[src/sv/stack_machine_execute_unit_assert.svh]
// Assertion macros for the stack machine execute unit.
// Included by the top level; expects i_clk and i_rst_n in scope.
`ifndef STACK_MACHINE_EXECUTE_UNIT_ASSERT_SVH
`define STACK_MACHINE_EXECUTE_UNIT_ASSERT_SVH

// Same-cycle implication, checked outside reset.
`define SME_ASSERT_NOW(label, ante, cons, msg) \
    label: assert property (@(posedge i_clk) disable iff (!i_rst_n) \
        (ante) |-> (cons)) else $error(msg);

// Next-cycle implication, checked outside reset.
`define SME_ASSERT_NEXT(label, ante, cons, msg) \
    label: assert property (@(posedge i_clk) disable iff (!i_rst_n) \
        (ante) |=> (cons)) else $error(msg);

`endif

[src/sv/sme_pkg.sv]
// Shared types and codes for the stack machine execute unit.
// No dependencies; imported by every other file but the assert header.
`default_nettype none

package sme_pkg;

    localparam logic [3:0] OP_LD  = 4'd0;
    localparam logic [3:0] OP_ST  = 4'd1;
    localparam logic [3:0] OP_LDC = 4'd2;
    localparam logic [3:0] OP_ADD = 4'd3;
    localparam logic [3:0] OP_SUB = 4'd4;
    localparam logic [3:0] OP_CMP = 4'd5;
    localparam logic [3:0] OP_JMP = 4'd6;
    localparam logic [3:0] OP_BR  = 4'd7;
    localparam logic [3:0] OP_HLT = 4'd8;

    localparam logic [2:0] ST_RUN   = 3'd0;
    localparam logic [2:0] ST_HALT  = 3'd1;
    localparam logic [2:0] ST_END   = 3'd2;
    localparam logic [2:0] ST_UNDER = 3'd3;
    localparam logic [2:0] ST_OVER  = 3'd4;
    localparam logic [2:0] ST_ADDR  = 3'd5;

    typedef enum logic [2:0] {
        K_LD, K_ST, K_LDC, K_ALU, K_JMP, K_BR, K_HLT, K_NOP
    } t_op_kind;

    typedef enum logic [1:0] {
        ALU_ADD, ALU_SUB, ALU_CMP
    } t_alu_sel;

    typedef enum logic {
        EX_ISSUE, EX_EXEC
    } t_ex_state;

    typedef struct packed {
        logic [3:0]         func;
        logic signed [31:0] operand_value;
        logic [9:0]         jump_target;
        logic [9:0]         current_pc;
    } t_in_item;

    typedef struct packed {
        logic [10:0]        next_pc;
        logic [2:0]         status;
        logic signed [31:0] top_value;
        logic [8:0]         stack_count;
    } t_out_item;

    typedef struct packed {
        t_op_kind    kind;
        t_alu_sel    alu;
        logic        addr_ok;
        logic [31:0] value;
        logic [9:0]  target;
        logic [9:0]  pc;
    } t_dec_item;

endpackage

`default_nettype wire

[src/sv/sme_queue.sv]
// Two-entry queue of decoded instructions between front and back.
// Depends on sme_pkg.
`default_nettype none

module sme_queue (
    input  logic               i_clk,
    input  logic               i_rst_n,
    input  logic               i_push,
    input  sme_pkg::t_dec_item i_item,
    input  logic               i_pop,
    output logic               o_full,
    output logic               o_valid,
    output sme_pkg::t_dec_item o_item
);
    import sme_pkg::*;

    t_dec_item  r_mem [2];
    logic       r_wp;
    logic       r_rp;
    logic [1:0] r_cnt;

    assign o_full  = (r_cnt == 2'd2);
    assign o_valid = (r_cnt != 2'd0);
    assign o_item  = r_mem[r_rp];

    always_ff @(posedge i_clk) begin
        if (i_push) begin
            r_mem[r_wp] <= i_item;
        end
    end

    always_ff @(posedge i_clk) begin
        if (!i_rst_n) begin
            r_wp  <= 1'b0;
            r_rp  <= 1'b0;
            r_cnt <= 2'd0;
        end else begin
            if (i_push) begin
                r_wp <= !r_wp;
            end
            if (i_pop) begin
                r_rp <= !r_rp;
            end
            case ({i_push, i_pop})
                2'b10:   r_cnt <= r_cnt + 2'd1;
                2'b01:   r_cnt <= r_cnt - 2'd1;
                default: r_cnt <= r_cnt;
            endcase
        end
    end

endmodule

`default_nettype wire

[config.mk]
export PLATFORM = sky130hd
export DESIGN_NAME = sme_queue
export DESIGN_NICKNAME = d
export VERILOG_FILES = /design/src/sv/stack_machine_execute_unit_assert.svh /design/src/sv/sme_pkg.sv /design/src/sv/sme_queue.sv
export SDC_FILE = /design/constraint.sdc
export NUM_CORES = 1
export LEC_CHECK = 0
export ABC_AREA = 1
export BUFFER_PORTS_ARGS = -buffer_cell sky130_fd_sc_hd__buf_2
export CAP_MARGIN = 20
export CORE_AREA = 2 2 93 185
export DETAILED_ROUTE_END_ITERATION = 8
export DIE_AREA = 0 0 95 187
export HOLD_SLACK_MARGIN = 0.05
export MAX_ROUTING_LAYER = met4
export PLACE_DENSITY = 0.47
export REMOVE_ABC_BUFFERS = 1
export SLEW_MARGIN = 20
export SYNTH_ARGS = -nofsm -noshare
export SYNTH_HDL_FRONTEND = slang
export SYNTH_SLANG_ARGS = --single-unit
[constraint.sdc]
create_clock -name i_clk -period 3.3 [get_ports i_clk]
set_input_delay 0.165 -clock i_clk [delete_from_list [all_inputs] [get_ports i_clk]]
set_output_delay 0.165 -clock i_clk [all_outputs]
set_load 0.05 [all_outputs]
==> metrics.json <==
{
  "outcome": {"value": "finished clean"},
  "synthesis.area_per_instance": {"value": 20.9, "unit": "um2"},
  "r2r_cells": {"value": 2},
  "via_count_of_the_first_global_routing_pass": {"value": 2780},
  "cts.htree.levels": {"value": 4},
  "grt_overflow_total": {"value": 0},
  "worst_ep_arrival_time": {"value": 2.05, "unit": "ns"},
  "tightest_slew": {"value": 0.939, "unit": "ns"},
  "floorplan.initialDensity": {"value": 27.2, "unit": "%"},
  "finish.net_count": {"value": 476},
  "max_slew_margin": {"value": 37.4, "unit": "%"},
  "fin_crit_sh": {"value": 67.2, "unit": "%"},
  "cp_cell_sequence": {"value": "mux2_2, buf_2"},
  "clock_path_buffers": {"value": 2},
  "worstSetupPathType": {"value": "flip-flop to output port"},
  "wire_per_inst": {"value": 13.9, "unit": "um"},
  "postCtsSetupBuffers": {"value": 0},
  "dp_worst_setup_slack": {"value": 1.49, "unit": "ns"},
  "via_cell_ratio": {"value": 4.10},
  "design.portCount": {"value": 122},
  "final_layout_size_suffix_gt1_share": {"value": 50.7, "unit": "%"},
  "setup_ws": {"value": 1.08, "unit": "ns"},
  "power.ir.vdd_worst": {"value": 0.388, "unit": "mV"},
  "layout_min_cycle_time": {"value": 2.22, "unit": "ns"},
  "grt_pass1_wl": {"value": 13.5, "unit": "mm"},
  "critPathLaunchType": {"value": "flip-flop"},
  "grt_max_degree": {"value": 59},
  "die_area": {"value": 0.0178, "unit": "mm2"},
  "worstSetupEndpointType": {"value": "output port"},
  "clkTransAtPathRegs": {"value": 0.06, "unit": "ns"},
  "chipHeight": {"value": 187, "unit": "um"},
  "main_area_contributors_after_synthesis": {"value": "sky130_fd_sc_hd__edfxtp_1 (78%), sky130_fd_sc_hd__mux2_2 (9.5%), sky130_fd_sc_hd__mux2_4 (6.7%)"},
  "antenna_violations_before_repair": {"value": 0},
  "clkSinkCount": {"value": 121},
  "worst-path-max-fanout": {"value": 58},
  "drv_slew": {"value": 0},
  "design.core.area": {"value": 0.0165, "unit": "mm2"},
  "timing.clock.skew": {"value": 0.00906, "unit": "ns"},
  "cts_resized": {"value": 0},
  "netlist_area": {"value": 0.00449, "unit": "mm2"},
  "async_reset_ff_share": {"value": 0, "unit": "%"},
  "die_w": {"value": 95, "unit": "um"},
  "synthesis.instances": {"value": 215},
  "routed-via-count": {"value": 2593},
  "antenna_cells": {"value": 0},
  "synth_edf_count": {"value": 116},
  "track_usage": {"value": 10.5, "unit": "%"},
  "post-synth-top-count-cell": {"value": "sky130_fd_sc_hd__edfxtp_1"},
  "routabilityCongestion": {"value": 0.725},
  "finalHoldViolations": {"value": 0},
  "detail_route_antenna_nets": {"value": 0},
  "cpMaxStageDelayCell": {"value": "sky130_fd_sc_hd__dfxtp_4"},
  "worstSkewPairLatency": {"value": 0.40, "unit": "ns"},
  "worstHoldEndpoint": {"value": "r_mem[0][1]"},
  "minimum_setup_slack_among_reg_to_reg_paths": {"value": 1.62, "unit": "ns"},
  "hold_path_depth": {"value": 3},
  "reg2reg_to": {"value": "r_mem[0][0]"},
  "cts_inserted_buffers": {"value": 17},
  "synth-seq-area-share": {"value": 79.9, "unit": "%"},
  "synthesis.yosys.warnings": {"value": 0},
  "drt-pass1-iter-count": {"value": 4},
  "setup_violations": {"value": 0},
  "p_per_area": {"value": 646, "unit": "mW/mm2"},
  "synth.lib_cells_used.distinct": {"value": 13},
  "leakagePower": {"value": 2.55, "unit": "nW"},
  "critical_path_required": {"value": 3.13, "unit": "ns"},
  "area.growth.synth_to_final": {"value": 46.0, "unit": "%"},
  "route.detailed.drc": {"value": 0},
  "cap_viol_max_count": {"value": 0},
  "post-synth-top-area-fraction": {"value": 77.6, "unit": "%"},
  "tritoncts_clock_tree": {"value": "done"},
  "slowest_delay": {"value": 0.91, "unit": "ns"},
  "synth_top_cells_by_count": {"value": "sky130_fd_sc_hd__edfxtp_1 (116), sky130_fd_sc_hd__mux2_2 (38), sky130_fd_sc_hd__mux2_4 (20)"},
  "fin_setup_tns": {"value": 0, "unit": "ns"},
  "r2r-start": {"value": "r_wp"},
  "max_freq": {"value": 451, "unit": "MHz"},
  "clk_root_buffer_cell": {"value": "sky130_fd_sc_hd__clkbuf_16"},
  "num_rows": {"value": 67},
  "hold_path.startpoint": {"value": "i_push"},
  "drt_iter0_markers": {"value": 107},
  "hpwl": {"value": 5.58, "unit": "mm"},
  "filler_cell_count": {"value": 1509},
  "min-delay-path-class": {"value": "input pin to flip-flop"},
  "port-buffer-count": {"value": 121},
  "grt_setup_unrepaired": {"value": "no"},
  "synthDominantAreaCellType": {"value": "sky130_fd_sc_hd__edfxtp_1"},
  "synthFlopType": {"value": "sky130_fd_sc_hd__edfxtp_1"},
  "postSynthRegisterBits": {"value": 121},
  "drt-total-wl": {"value": 8.81, "unit": "mm"}
}
report_power, final:
part           internal [W]  leakage (nW)  switching (W)
sequential          0.00178          1.13      0.0000436
combinational      0.000203          1.13       0.000364
clock               0.00122         0.288       0.000621
per-stage QoR:
stage | cells | utilization, % | hold WS [ns] | cell area, um2 | total power (W)
final | 633 | 39.7 | 0.274 | 6550 | 0.00423
after global placement | 540 | 32.3 | 0.353 | 5340 | 0.00236
after detailed placement | 540 | 32.3 | 0.356 | 5340 | 0.00237
after CTS | 633 | 39.7 | 0.253 | 6550 | 0.00429
after floorplan | 209 | - | 0.264 | 4440 | 0.00223
after global routing | 633 | 39.7 | 0.271 | 6550 | 0.00439
what timing repair did:
item | 4_1_cts | 5_1_grt
endpoints found under the hold margin | 120 | 0
hold buffers | 61 | 0
setup endpoints to repair | 0 | 0
cells by family after synthesis:
family	synth area share, %
AO/OA/AOI/OAI	0.223
adder cells (fa/ha/maj)	0.279
buffers and inverters	1.59
flip-flops	79.9
multiplexers	16.2
AND/OR/NAND/NOR	1.81
area by class of cell:
cell class	count	area, um2	area share, %
flip-flops and latches	121	3590	54.7
repair buffers	185	1240	18.9
multi-input cells	82	840	12.8
clock buffers	20	457	6.97
well taps	207	259	3.95
clock inverters	12	149	2.27
inverters	6	22.5	0.344
worst max-delay path: cells and delay by family (launching register included):
| kind | cells | cell delay [ns] |
|---|---|---|
| flops | 1 | 0.91 |
| mux | 1 | 0.43 |
| buf+inv | 1 | 0.22 |
flip-flops by register name (all words and copies together), names as in the netlist, named ones only:
| signal | cells |
|---|---|
| r_mem | 116 |
| r_cnt | 2 |
| r_rp | 1 |
| r_wp | 1 |
worst max path at each step:
stage              start          end  slack, ns
5_1_grt        flip-flop   o_item[21]       0.99
6_report       flip-flop   o_item[16]       1.08
4_1_cts        flip-flop   o_item[10]       1.04
3_3_place_gp   flip-flop   o_item[10]       1.50
2_1_floorplan       r_wp  r_mem[0][0]       0.08
3_5_place_dp   flip-flop   o_item[10]       1.49
cells in the final DEF (no fill, tap or decap), types with 5 or more instances in the layout:
master,instances
sky130_fd_sc_hd__mux2_4,20
sky130_fd_sc_hd__nand2_1,9
sky130_fd_sc_hd__buf_2,121
sky130_fd_sc_hd__inv_1,5
sky130_fd_sc_hd__mux2_2,38
sky130_fd_sc_hd__nor2_1,10
sky130_fd_sc_hd__dlygate4sd3_1,61
sky130_fd_sc_hd__edfxtp_1,116
sky130_fd_sc_hd__clkbuf_16,17
metal layers:
layer  track usage (%)  up-vias  wire length (um)
li1                  -     1229                 -
met1              12.4     1238              3930
met2              16.3      115              4180
met3              3.51       11               609
met4              4.35        0                93
met5                 -        -                 0
Note: power is estimated with default switching activity, not from simulation.
