File: config.mk
export PLATFORM = sky130hd
export DESIGN_NAME = sme_front_flat
export DESIGN_NICKNAME = d
export VERILOG_FILES = /design/src/sv/stack_machine_execute_unit_assert.svh /design/src/sv/sme_pkg.sv /design/src/sv/sme_chan_if.sv /design/src/sv/sme_front.sv /design/src/flat_wrapper.sv
export SDC_FILE = /design/constraint.sdc
export NUM_CORES = 1
export LEC_CHECK = 0
export BUFFER_PORTS_ARGS = -buffer_cell sky130_fd_sc_hd__buf_2
export CORE_ASPECT_RATIO = 0.75
export CORE_MARGIN = 1
export CORE_UTILIZATION = 21
export DETAILED_ROUTE_END_ITERATION = 8
export GPL_ROUTABILITY_DRIVEN = 0
export PLACE_DENSITY = 0.79
export SLEW_MARGIN = 0
export SYNTH_ARGS = -nofsm -noshare
export SYNTH_HDL_FRONTEND = slang
export SYNTH_SLANG_ARGS = --single-unit
export TNS_END_PERCENT = 30
File: constraint.sdc
create_clock -name vclk -period 0.9
set_input_delay 0.135 -clock vclk [all_inputs]
set_output_delay 0.135 -clock vclk [all_outputs]
set_load 0.02 [all_outputs]
File: src/sv/stack_machine_execute_unit_assert.svh
// Assertion macros for the stack machine execute unit.
// Included by the top level; expects i_clk and i_rst_n in scope.
`ifndef STACK_MACHINE_EXECUTE_UNIT_ASSERT_SVH
`define STACK_MACHINE_EXECUTE_UNIT_ASSERT_SVH

// Same-cycle implication, checked outside reset.
`define SME_ASSERT_NOW(label, ante, cons, msg) \
    label: assert property (@(posedge i_clk) disable iff (!i_rst_n) \
        (ante) |-> (cons)) else $error(msg);

// Next-cycle implication, checked outside reset.
`define SME_ASSERT_NEXT(label, ante, cons, msg) \
    label: assert property (@(posedge i_clk) disable iff (!i_rst_n) \
        (ante) |=> (cons)) else $error(msg);

`endif

File: src/sv/sme_pkg.sv
// Shared types and codes for the stack machine execute unit.
// No dependencies; imported by every other file but the assert header.
`default_nettype none

package sme_pkg;

    localparam logic [3:0] OP_LD  = 4'd0;
    localparam logic [3:0] OP_ST  = 4'd1;
    localparam logic [3:0] OP_LDC = 4'd2;
    localparam logic [3:0] OP_ADD = 4'd3;
    localparam logic [3:0] OP_SUB = 4'd4;
    localparam logic [3:0] OP_CMP = 4'd5;
    localparam logic [3:0] OP_JMP = 4'd6;
    localparam logic [3:0] OP_BR  = 4'd7;
    localparam logic [3:0] OP_HLT = 4'd8;

    localparam logic [2:0] ST_RUN   = 3'd0;
    localparam logic [2:0] ST_HALT  = 3'd1;
    localparam logic [2:0] ST_END   = 3'd2;
    localparam logic [2:0] ST_UNDER = 3'd3;
    localparam logic [2:0] ST_OVER  = 3'd4;
    localparam logic [2:0] ST_ADDR  = 3'd5;

    typedef enum logic [2:0] {
        K_LD, K_ST, K_LDC, K_ALU, K_JMP, K_BR, K_HLT, K_NOP
    } t_op_kind;

    typedef enum logic [1:0] {
        ALU_ADD, ALU_SUB, ALU_CMP
    } t_alu_sel;

    typedef enum logic {
        EX_ISSUE, EX_EXEC
    } t_ex_state;

    typedef struct packed {
        logic [3:0]         func;
        logic signed [31:0] operand_value;
        logic [9:0]         jump_target;
        logic [9:0]         current_pc;
    } t_in_item;

    typedef struct packed {
        logic [10:0]        next_pc;
        logic [2:0]         status;
        logic signed [31:0] top_value;
        logic [8:0]         stack_count;
    } t_out_item;

    typedef struct packed {
        t_op_kind    kind;
        t_alu_sel    alu;
        logic        addr_ok;
        logic [31:0] value;
        logic [9:0]  target;
        logic [9:0]  pc;
    } t_dec_item;

endpackage

`default_nettype wire

File: src/sv/sme_chan_if.sv
// Valid/ready channel interfaces for instruction and result beats.
// Depends on sme_pkg for the payload types.
`default_nettype none

interface sme_in_if;
    import sme_pkg::*;
    logic     valid;
    logic     ready;
    t_in_item data;
    modport source (output valid, output data, input ready);
    modport sink (input valid, input data, output ready);
endinterface


`default_nettype wire

File: src/sv/sme_front.sv
// Front end: accepts instruction beats and classifies them for the queue.
// Depends on sme_pkg and sme_in_if.
`default_nettype none

module sme_front #(
    parameter int DATA_DEPTH = 1024
) (
    sme_in_if.sink           i_cmd,
    input  logic             i_q_full,
    input  logic             i_hold,
    output logic             o_push,
    output sme_pkg::t_dec_item o_item
);
    import sme_pkg::*;

    t_op_kind kind;
    t_alu_sel alu;

    assign i_cmd.ready = !i_q_full && !i_hold;
    assign o_push      = i_cmd.valid && i_cmd.ready;

    always_comb begin
        kind = K_NOP;
        alu  = ALU_ADD;
        unique case (i_cmd.data.func)
            OP_LD:  kind = K_LD;
            OP_ST:  kind = K_ST;
            OP_LDC: kind = K_LDC;
            OP_ADD: begin
                kind = K_ALU;
                alu  = ALU_ADD;
            end
            OP_SUB: begin
                kind = K_ALU;
                alu  = ALU_SUB;
            end
            OP_CMP: begin
                kind = K_ALU;
                alu  = ALU_CMP;
            end
            OP_JMP: kind = K_JMP;
            OP_BR:  kind = K_BR;
            OP_HLT: kind = K_HLT;
            default: kind = K_NOP;
        endcase
    end

    always_comb begin
        o_item.kind    = kind;
        o_item.alu     = alu;
        o_item.addr_ok = !i_cmd.data.operand_value[31] &&
                         (i_cmd.data.operand_value < 32'(DATA_DEPTH));
        o_item.value   = i_cmd.data.operand_value;
        o_item.target  = i_cmd.data.jump_target;
        o_item.pc      = i_cmd.data.current_pc;
    end

endmodule

`default_nettype wire

File: src/flat_wrapper.sv
// flat-port wrapper written by rule: the top's interface ports become plain ports
module sme_front_flat import sme_pkg::*;
#(
    parameter int DATA_DEPTH = 1024
)
  (i_q_full, i_hold, o_push, o_item, i_cmd_valid, i_cmd_data, i_cmd_ready);
  sme_in_if i_cmd_i ();
  input  logic i_q_full;
  input  logic i_hold;
  output logic o_push;
  output sme_pkg::t_dec_item o_item;
  input wire logic [$bits(i_cmd_i.valid)-1:0] i_cmd_valid;
  input wire logic [$bits(i_cmd_i.data)-1:0] i_cmd_data;
  output wire logic [$bits(i_cmd_i.ready)-1:0] i_cmd_ready;
  assign i_cmd_i.valid = i_cmd_valid;
  assign i_cmd_i.data = i_cmd_data;
  assign i_cmd_ready = i_cmd_i.ready;
  sme_front #(.DATA_DEPTH(DATA_DEPTH)) u_core (.i_cmd(i_cmd_i), .i_q_full(i_q_full), .i_hold(i_hold), .o_push(o_push), .o_item(o_item));
endmodule
==> summary.txt, run 1 <==
Status
  – Status: finished with violations
  – Failing checks: setup timing

Worst setup path
  – CP max-delay cell: or4_4
  – Crit path max-delay family: simple AND/OR/NAND/NOR gates
  – Critical path buffer and inverter count: 2
  – Crit path cell chain: buf_6 > or4_4 > nor4_4 > buf_4
  – Startpoint Class: input pin
  – CP Depth: 4
  – WP data arrival: 1.14 ns
  – CP Capture Type: output pin
  – Worst endpoint required time: 0.76 ns
  – CP Class: input pin to output pin
  – Maximum fanout along the worst path: 2
  – Critical Path Max Stage Delay: 0.53 ns

Finish
  – Register Area: 0 sq um
  – Area grow syn2layout: 4.94%
  – Util after Layout: 23.2%
  – Nets: 142
  – Antenna Cells: 0
  – Sequential cell count: 0
  – # clk buffers: 0
  – Layout cells sized above 1: 85.2%

Global route
  – GRT overflow: 0
  – Largest net degree at the start of global routing: 6
  – Initial antenna violation count: 0
  – GRT Total Usage: 7.09%
  – First-pass GRT wire length: 1430 microns
  – Number of global-route vias before repair: 306

Floorplan
  – Core area: 2290 sq um
  – Die Ht: 44.5 microns
  – I/O Pins: 119
  – Starting Density: 22.1%
  – Die area: 2620 sq um
  – Row cnt: 15
  – Die width: 58.7 microns

Logic synthesis
  – Yosys top cell area share: 77.0%
  – Count leader, synth: buf_4
  – Synth area leader: buf_4
  – Syn Area/Cell: 7.45 sq um
  – Post-synth top cells: buf_4 (52), nor4_1 (4), nor2b_1 (2)
  – Ys Warns: 0
  – Mapped Cells: 68
  – Post-Syn Area: 507 sq um
  – Distinct cells, synth: 13
  – Syn_nets: 127
  – Synth area leaders: buf_4 (77%), nor4_1 (4.9%), nor2b_1 (2.5%)
  – Sequential area share after synthesis: 0%

Placed design
  – Pre-CTS WS: -0.408 ns
  – Post-DP HPWL: 1040 microns
  – Buffers on Ports: 59

Pwr
  – Pwr/cell area: 537 nW/um^2
  – Leak: 0.313 nW
  – Max VDD drop: 0.179 mV

Drt
  – Drt pass-1 iters: 4
  – DR vias: 428
  – Wire length per cell: 10.1 microns
  – Routed Antenna Nets: 0
  – Detailed Route WL: 1160 microns
  – Remaining DRCs: 0
  – Routed vias/inst: 3.72
  – DRT iter0 DRCs: 28

STA
  – Final setup viols: 3
  – Final hold vios: 0
  – Worst-Margin Slew: 0.269 ns
  – Tcrit/Tclk final: 141%
  – Max_slew headroom: 81.9%
  – Final min period: 1.27 ns
  – RSZ-0062 raised after global routing: true
  – Final slew viol count: 0
  – Final worst slack: -0.373 ns
  – Fmax: 785 MHz

Worst hold path
  – WHS Path Cells: 0
  – HP Class: input pin to output pin

Clocking
  – Post-CTS Setup Repair Bufs: 0
  – Hold_buf cts: 0
  – Post-cts sizing count: 4

Run
  – Maxcap violations: 0
## path summary, 6_finish.rpt
check / start / to / slack, ns
max: i_cmd_data[47] / o_item[52] / -0.37
min: i_cmd_data[20] / o_item[20] / 0.27
## routing by layer
layer / wire length, microns / global-route usage [%] / vias to the layer above
met5: 0 / 0 / -
met4: 0 / 0.952 / 0
met3: 144 / 5.26 / 0
met2: 450 / 6.14 / 19
met1: 561 / 11.7 / 208
li1: - / - / 201
## power breakdown
part / switching [W] / internal [W]
sequential: 0 / 0
clock: 0 / 0
combinational: 0.000160 / 0.000126
## final cells by class
type | instances | area [sq um]
fillers | 266 | 1760
well taps | 34 | 42.5
multi-input cells | 16 | 138
repair buffers | 65 | 352
## through the flow
step                      cells  cell area (sq um)  setup TNS (ns)  total power [W]  hold slack (ns)
after floorplan              68                515          -0.350         0.000381            0.307
after global placement      115                508          -0.610         0.000275            0.270
after detailed placement    115                508          -0.646         0.000276            0.270
after CTS                   115                524          -0.549         0.000282            0.270
after global routing        115                532          -0.607         0.000307            0.270
final                       115                532          -0.481         0.000286            0.270
## placed cells by master, fill, tap and decap left out
| master | Yosys | routed |
|---|---|---|
| buf_2 | 0 | 56 |
| buf_6 | 0 | 1 |
| and2_1 | 1 | 1 |
| nor2_1 | 1 | 1 |
| or3_1 | 1 | 1 |
| nor4_4 | 0 | 1 |
| buf_4 | 52 | 8 |
| or4_4 | 1 | 1 |
| nor2b_4 | 0 | 1 |
| and3b_1 | 1 | 1 |
| nand4_1 | 1 | 1 |
| a21o_1 | 1 | 1 |
| a211o_1 | 1 | 1 |
| nor3b_2 | 0 | 1 |
| nor2b_1 | 2 | 1 |
| nor4_1 | 4 | 4 |
## cell families (layout without fill, tap and decap cells)
family / after synthesis / in the layout / share of synthesized area (%)
buffers and inverters: 52 / 65 / 77.0
AND/OR/NAND/NOR: 14 / 14 / 19.8
AO/OA/AOI/OAI: 2 / 2 / 3.21
Power figures use the tool's default switching activity.
==> run 2: changes to the inputs <==
- CORE_ASPECT_RATIO: 0.75 -> unset
==> run 2 against run 1 <==
The flow still finishes with violations (setup timing). Wire length shrank 12%. Global-route usage down 1.2 points. Design area is 0.94% higher. Setup slack got worse by 0.0059 ns. Power rose by 0.91%. First-iteration DRC count fell by 93%. Cell count down 5.2%. Combinational power about the same. Worst hold slack about the same. Via count grew 4.4%. Critical endpoint unchanged. Largest cell class unchanged.
==> summary.txt, run 2 (synthesized netlist as in run 1, its figures left out) <==
Finish
  – Commonest non-fill, non-tap cells in the layout: buf_2 (56), buf_4 (8), nor4_2 (2), nor4_1 (2)
  – Post-layout instance area: 537 sq um
  – Layout cells sized above 1: 87.7%
  – Sequential cell count: 0
  – Register Area: 0 sq um
  – # clk buffers: 0
  – Commonest non-fill, non-tap cell in the layout: buf_2
  – Nets: 142
  – Layout Cells excl Fill: 109
  – Area grow syn2layout: 5.93%
  – Antenna Cells: 0

STA
  – Setup Total Neg Slack: -0.483 ns
  – RSZ-0062 raised after global routing: true
  – Final slew viol count: 0
  – Fmax: 782 MHz
  – Final min period: 1.28 ns
  – Worst-Margin Slew: 0.271 ns
  – Final worst slack: -0.379 ns
  – Final setup viols: 3
  – Max_slew headroom: 81.8%
  – Final hold vios: 0
  – Tcrit/Tclk final: 142%

Pwr
  – Total power: 0.000288 W
  – Leak: 0.314 nW
  – Pwr/cell area: 537 nW/um^2
  – Max VDD drop: 0.211 mV

Placed design
  – Dpl cell area: 500 sq um
  – Post-DP HPWL: 925 microns
  – Pre-CTS WS: -0.406 ns
  – Number of placed cells counting well taps: 109
  – Buffers on Ports: 59

Worst hold path
  – Worst hold start: i_cmd_data[20]
  – HP Class: input pin to output pin

Worst setup path
  – Crit path cell chain: buf_6 > or4_4 > nor4_4 > buf_4
  – CP Capture Type: output pin
  – Worst endpoint required time: 0.76 ns
  – Maximum fanout along the worst path: 2
  – Startpoint Class: input pin
  – Critical Path Max Stage Delay: 0.53 ns
  – WP data arrival: 1.14 ns
  – CP max-delay cell: or4_4
  – CP Class: input pin to output pin
  – Critical path buffer and inverter count: 2
  – Crit path max-delay family: simple AND/OR/NAND/NOR gates
  – Worst Setup SP: i_cmd_data[47]

Drt
  – DRT iter0 DRCs: 2
  – Remaining DRCs: 0
  – Drt pass-1 iters: 2
  – DR vias: 447
  – Routed Antenna Nets: 0
  – Detailed Route WL: 1020 microns
  – Wire length per cell: 9.38 microns
  – Routed vias/inst: 4.10

Floorplan
  – Row cnt: 17
  – Die width: 51.1 microns
  – Core area: 2230 sq um
  – I/O Pins: 119
  – Die area: 2610 sq um
  – Die Ht: 51.1 microns
  – Starting Density: 22.7%

Status
  – Status: finished with violations
  – Failing checks: setup timing

Global route
  – Most used routing layer: met2
  – GRT overflow: 0
  – M1 GR Usage: 7.37%
  – First-pass GRT wire length: 1250 microns
  – GR met2 Demand/Resource: 9.65%
  – Initial antenna violation count: 0
  – Met3 usage: 1.49%
  – GRT Total Usage: 5.86%
  – Number of global-route vias before repair: 308
  – Largest net degree at the start of global routing: 5

Clocking
  – Post-CTS Setup Repair Bufs: 0

Run
  – Maxcap violations: 0
[run 2: changes by cell type in the layout (fill, tap and decap cells not counted)]
cell	delta
nor4_1	-2
nor4_2	+2
[run 2: area by class of cell]
cell class	instances	area (sq um)
tap	28	35.0
multi-input combinational	16	150
timing repair buffer	65	352
fill	269	1700
[run 2: report_power, final]
| part | internal (W) | total, W | switching, W |
|---|---|---|---|
| Combinational | 0.000127 | 0.000288 | 0.000161 |
| Sequential | 0 | 0 | 0 |
| Clock | 0 | 0 | 0 |
[run 2: metal layers]
metal / part of all wire (%) / wire (microns)
met1: 38 / 393
met2: 48 / 494
met3: 12 / 123
met4: 0.98 / 10
met5: 0 / 0
[run 2: per-stage QoR]
step | util [%] | hold slack (ns)
6_report | 24.0 | 0.270
5_1_grt | 24.0 | 0.270
4_1_cts | 23.1 | 0.270
3_5_place_dp | 22.4 | 0.270
3_3_place_gp | 22.4 | 0.270
2_1_floorplan | - | 0.307
[run 2: timing repair]
| action | CTS | global route |
|---|---|---|
| hold endpoints to repair | 0 | 0 |
| cloned | 0 | 0 |
| endpoints found under the setup margin | 5 | 4 |
| resized for setup | 4 | 4 |
| pin swaps | 0 | 1 |
| hold buffers | 0 | 0 |
[run 2: final timing paths]
check,cells after the start,to
worst max-delay path,4,o_item[52]
worst min-delay path,0,o_item[20]
==> run 3: changes to the inputs <==
- SETUP_SLACK_MARGIN: unset -> 0.1
==> run 3 against run 2 <==
The flow still finishes with violations (setup timing). Flip-flop and latch count stayed put. Die area stayed put. Cell count stayed put. Worst hold slack stayed put. Via count is 1.1% higher. Utilization is 2.6 points higher. Maximum frequency stayed put. Clock-buffer cell count stayed put. Sequential share of layout area stayed put. Power is 10% higher. Non-clock buffer count stayed put. Combinational power is 10% higher. Critical endpoint unchanged. Largest cell class unchanged.
==> summary.txt, run 3 (synthesized netlist as in run 1, its figures left out) <==
Status
  – Status: finished with violations
  – Failing checks: setup timing

Floorplan
  – Row cnt: 17
  – Die width: 51.1 microns
  – I/O Pins: 119
  – Starting Density: 22.7%
  – Die Ht: 51.1 microns
  – Core area: 2230 sq um
  – Die area: 2610 sq um

Drt
  – Detailed Route WL: 1060 microns
  – Wire length per cell: 9.74 microns
  – Drt pass-1 iters: 2
  – Routed Antenna Nets: 0
  – Routed vias/inst: 4.15
  – DR vias: 452
  – Remaining DRCs: 0
  – DRT iter0 DRCs: 2

Finish
  – # clk buffers: 0
  – Antenna Cells: 0
  – Layout Cells excl Fill: 109
  – Layout cells sized above 1: 88.9%
  – Register Area: 0 sq um
  – Area grow syn2layout: 17.3%
  – Sequential cell count: 0
  – Commonest non-fill, non-tap cell in the layout: buf_2
  – Commonest non-fill, non-tap cells in the layout: buf_2 (49), buf_6 (7), buf_4 (7)
  – Nets: 142

Global route
  – Largest net degree at the start of global routing: 5
  – First-pass GRT wire length: 1310 microns
  – GRT Total Usage: 6.17%
  – Initial antenna violation count: 0
  – Number of global-route vias before repair: 324
  – GRT overflow: 0

Worst setup path
  – Critical Path End: o_item[52]
  – Maximum fanout along the worst path: 2
  – Worst Setup SP: i_cmd_data[47]
  – Startpoint Class: input pin
  – Crit path cell chain: buf_6 > or4_4 > nor4_4 > buf_4
  – CP max-delay cell: or4_4
  – Critical path buffer and inverter count: 2
  – Worst endpoint required time: 0.76 ns
  – CP Capture Type: output pin
  – Critical Path Max Stage Delay: 0.53 ns
  – CP Class: input pin to output pin
  – WP data arrival: 1.14 ns
  – CP Depth: 4
  – Crit path max-delay family: simple AND/OR/NAND/NOR gates

STA
  – Final slew viol count: 0
  – Worst-Margin Slew: 0.271 ns
  – Final hold vios: 0
  – Fmax: 782 MHz
  – RSZ-0062 raised after global routing: true
  – Max_slew headroom: 81.8%
  – Tcrit/Tclk final: 142%
  – Final setup viols: 2
  – Min Hold Slack: 0.270 ns
  – Final min period: 1.28 ns
  – Final worst slack: -0.379 ns

Pwr
  – Leak: 0.332 nW
  – Clk pwr share: 0%
  – Pwr/cell area: 533 nW/um^2
  – Sw frac: 52.2%
  – Sw Pwr: 0.000165 W
  – Max VDD drop: 0.212 mV
  – Sequential share of power: 0%
  – Cell Int Power: 0.000152 W
  – Comb pwr share: 100.0%

Placed design
  – Buffers on Ports: 59
  – Number of placed cells counting well taps: 109
  – Pre-CTS WS: -0.406 ns
  – Post-DP HPWL: 925 microns

Clocking
  – Hold_buf cts: 0

Run
  – Maxcap violations: 0

Worst hold path
  – HP Class: input pin to output pin
[run 3: cell counts in the layout (fill, tap and decap cells not counted)]
No cell type changed its count.
[run 3: what timing repair did]
action,4_1_cts,5_1_grt
resized for setup,18,7
buffers inserted,0,0
pin swaps,0,2
endpoints found under the setup margin,6,7
[run 3: power groups by stage]
stage / combinational, W / clock [W] / sequential, W
floorplan: 0.000381 / 0 / 0
global placement: 0.000275 / 0 / 0
detailed placement: 0.000277 / 0 / 0
CTS: 0.000305 / 0 / 0
global route: 0.000337 / 0 / 0
finish: 0.000317 / 0 / 0
[run 3: layout make-up]
class | count | area, sq um
Tap cell | 28 | 35.0
Timing Repair Buffer | 65 | 407
Multi-Input combinational cell | 16 | 153
Fill cell | 255 | 1640
[run 3: stage by stage]
stage	util (%)	setup TNS (ns)	power [W]	cell area, sq um
CTS	25.4	-0.440	0.000305	567
global route	26.6	-0.540	0.000337	594
floorplan	-	-0.350	0.000381	515
detailed placement	22.4	-0.621	0.000277	500
finish	26.6	-0.451	0.000317	594
global placement	22.4	-0.626	0.000275	500
[run 3: worst min-delay path by stage]
stage / to / cells past startpoint / slack (ns) / from
5_1_grt: o_item[29] / 0 / 0.27 / i_cmd_data[29]
2_1_floorplan: o_item[52] / 1 / 0.31 / i_cmd_data[43]
3_5_place_dp: o_item[14] / 0 / 0.27 / i_cmd_data[14]
3_3_place_gp: o_item[14] / 0 / 0.27 / i_cmd_data[14]
6_report: o_item[20] / 0 / 0.27 / i_cmd_data[20]
4_1_cts: o_item[14] / 0 / 0.27 / i_cmd_data[14]
[run 3: layer usage]
layer	routed length, microns	vias up	track usage (%)
li1	-	201	-
met1	411	210	7.89
met2	521	35	10.1
met3	117	6	1.49
met4	10	0	1.85
met5	0	-	0
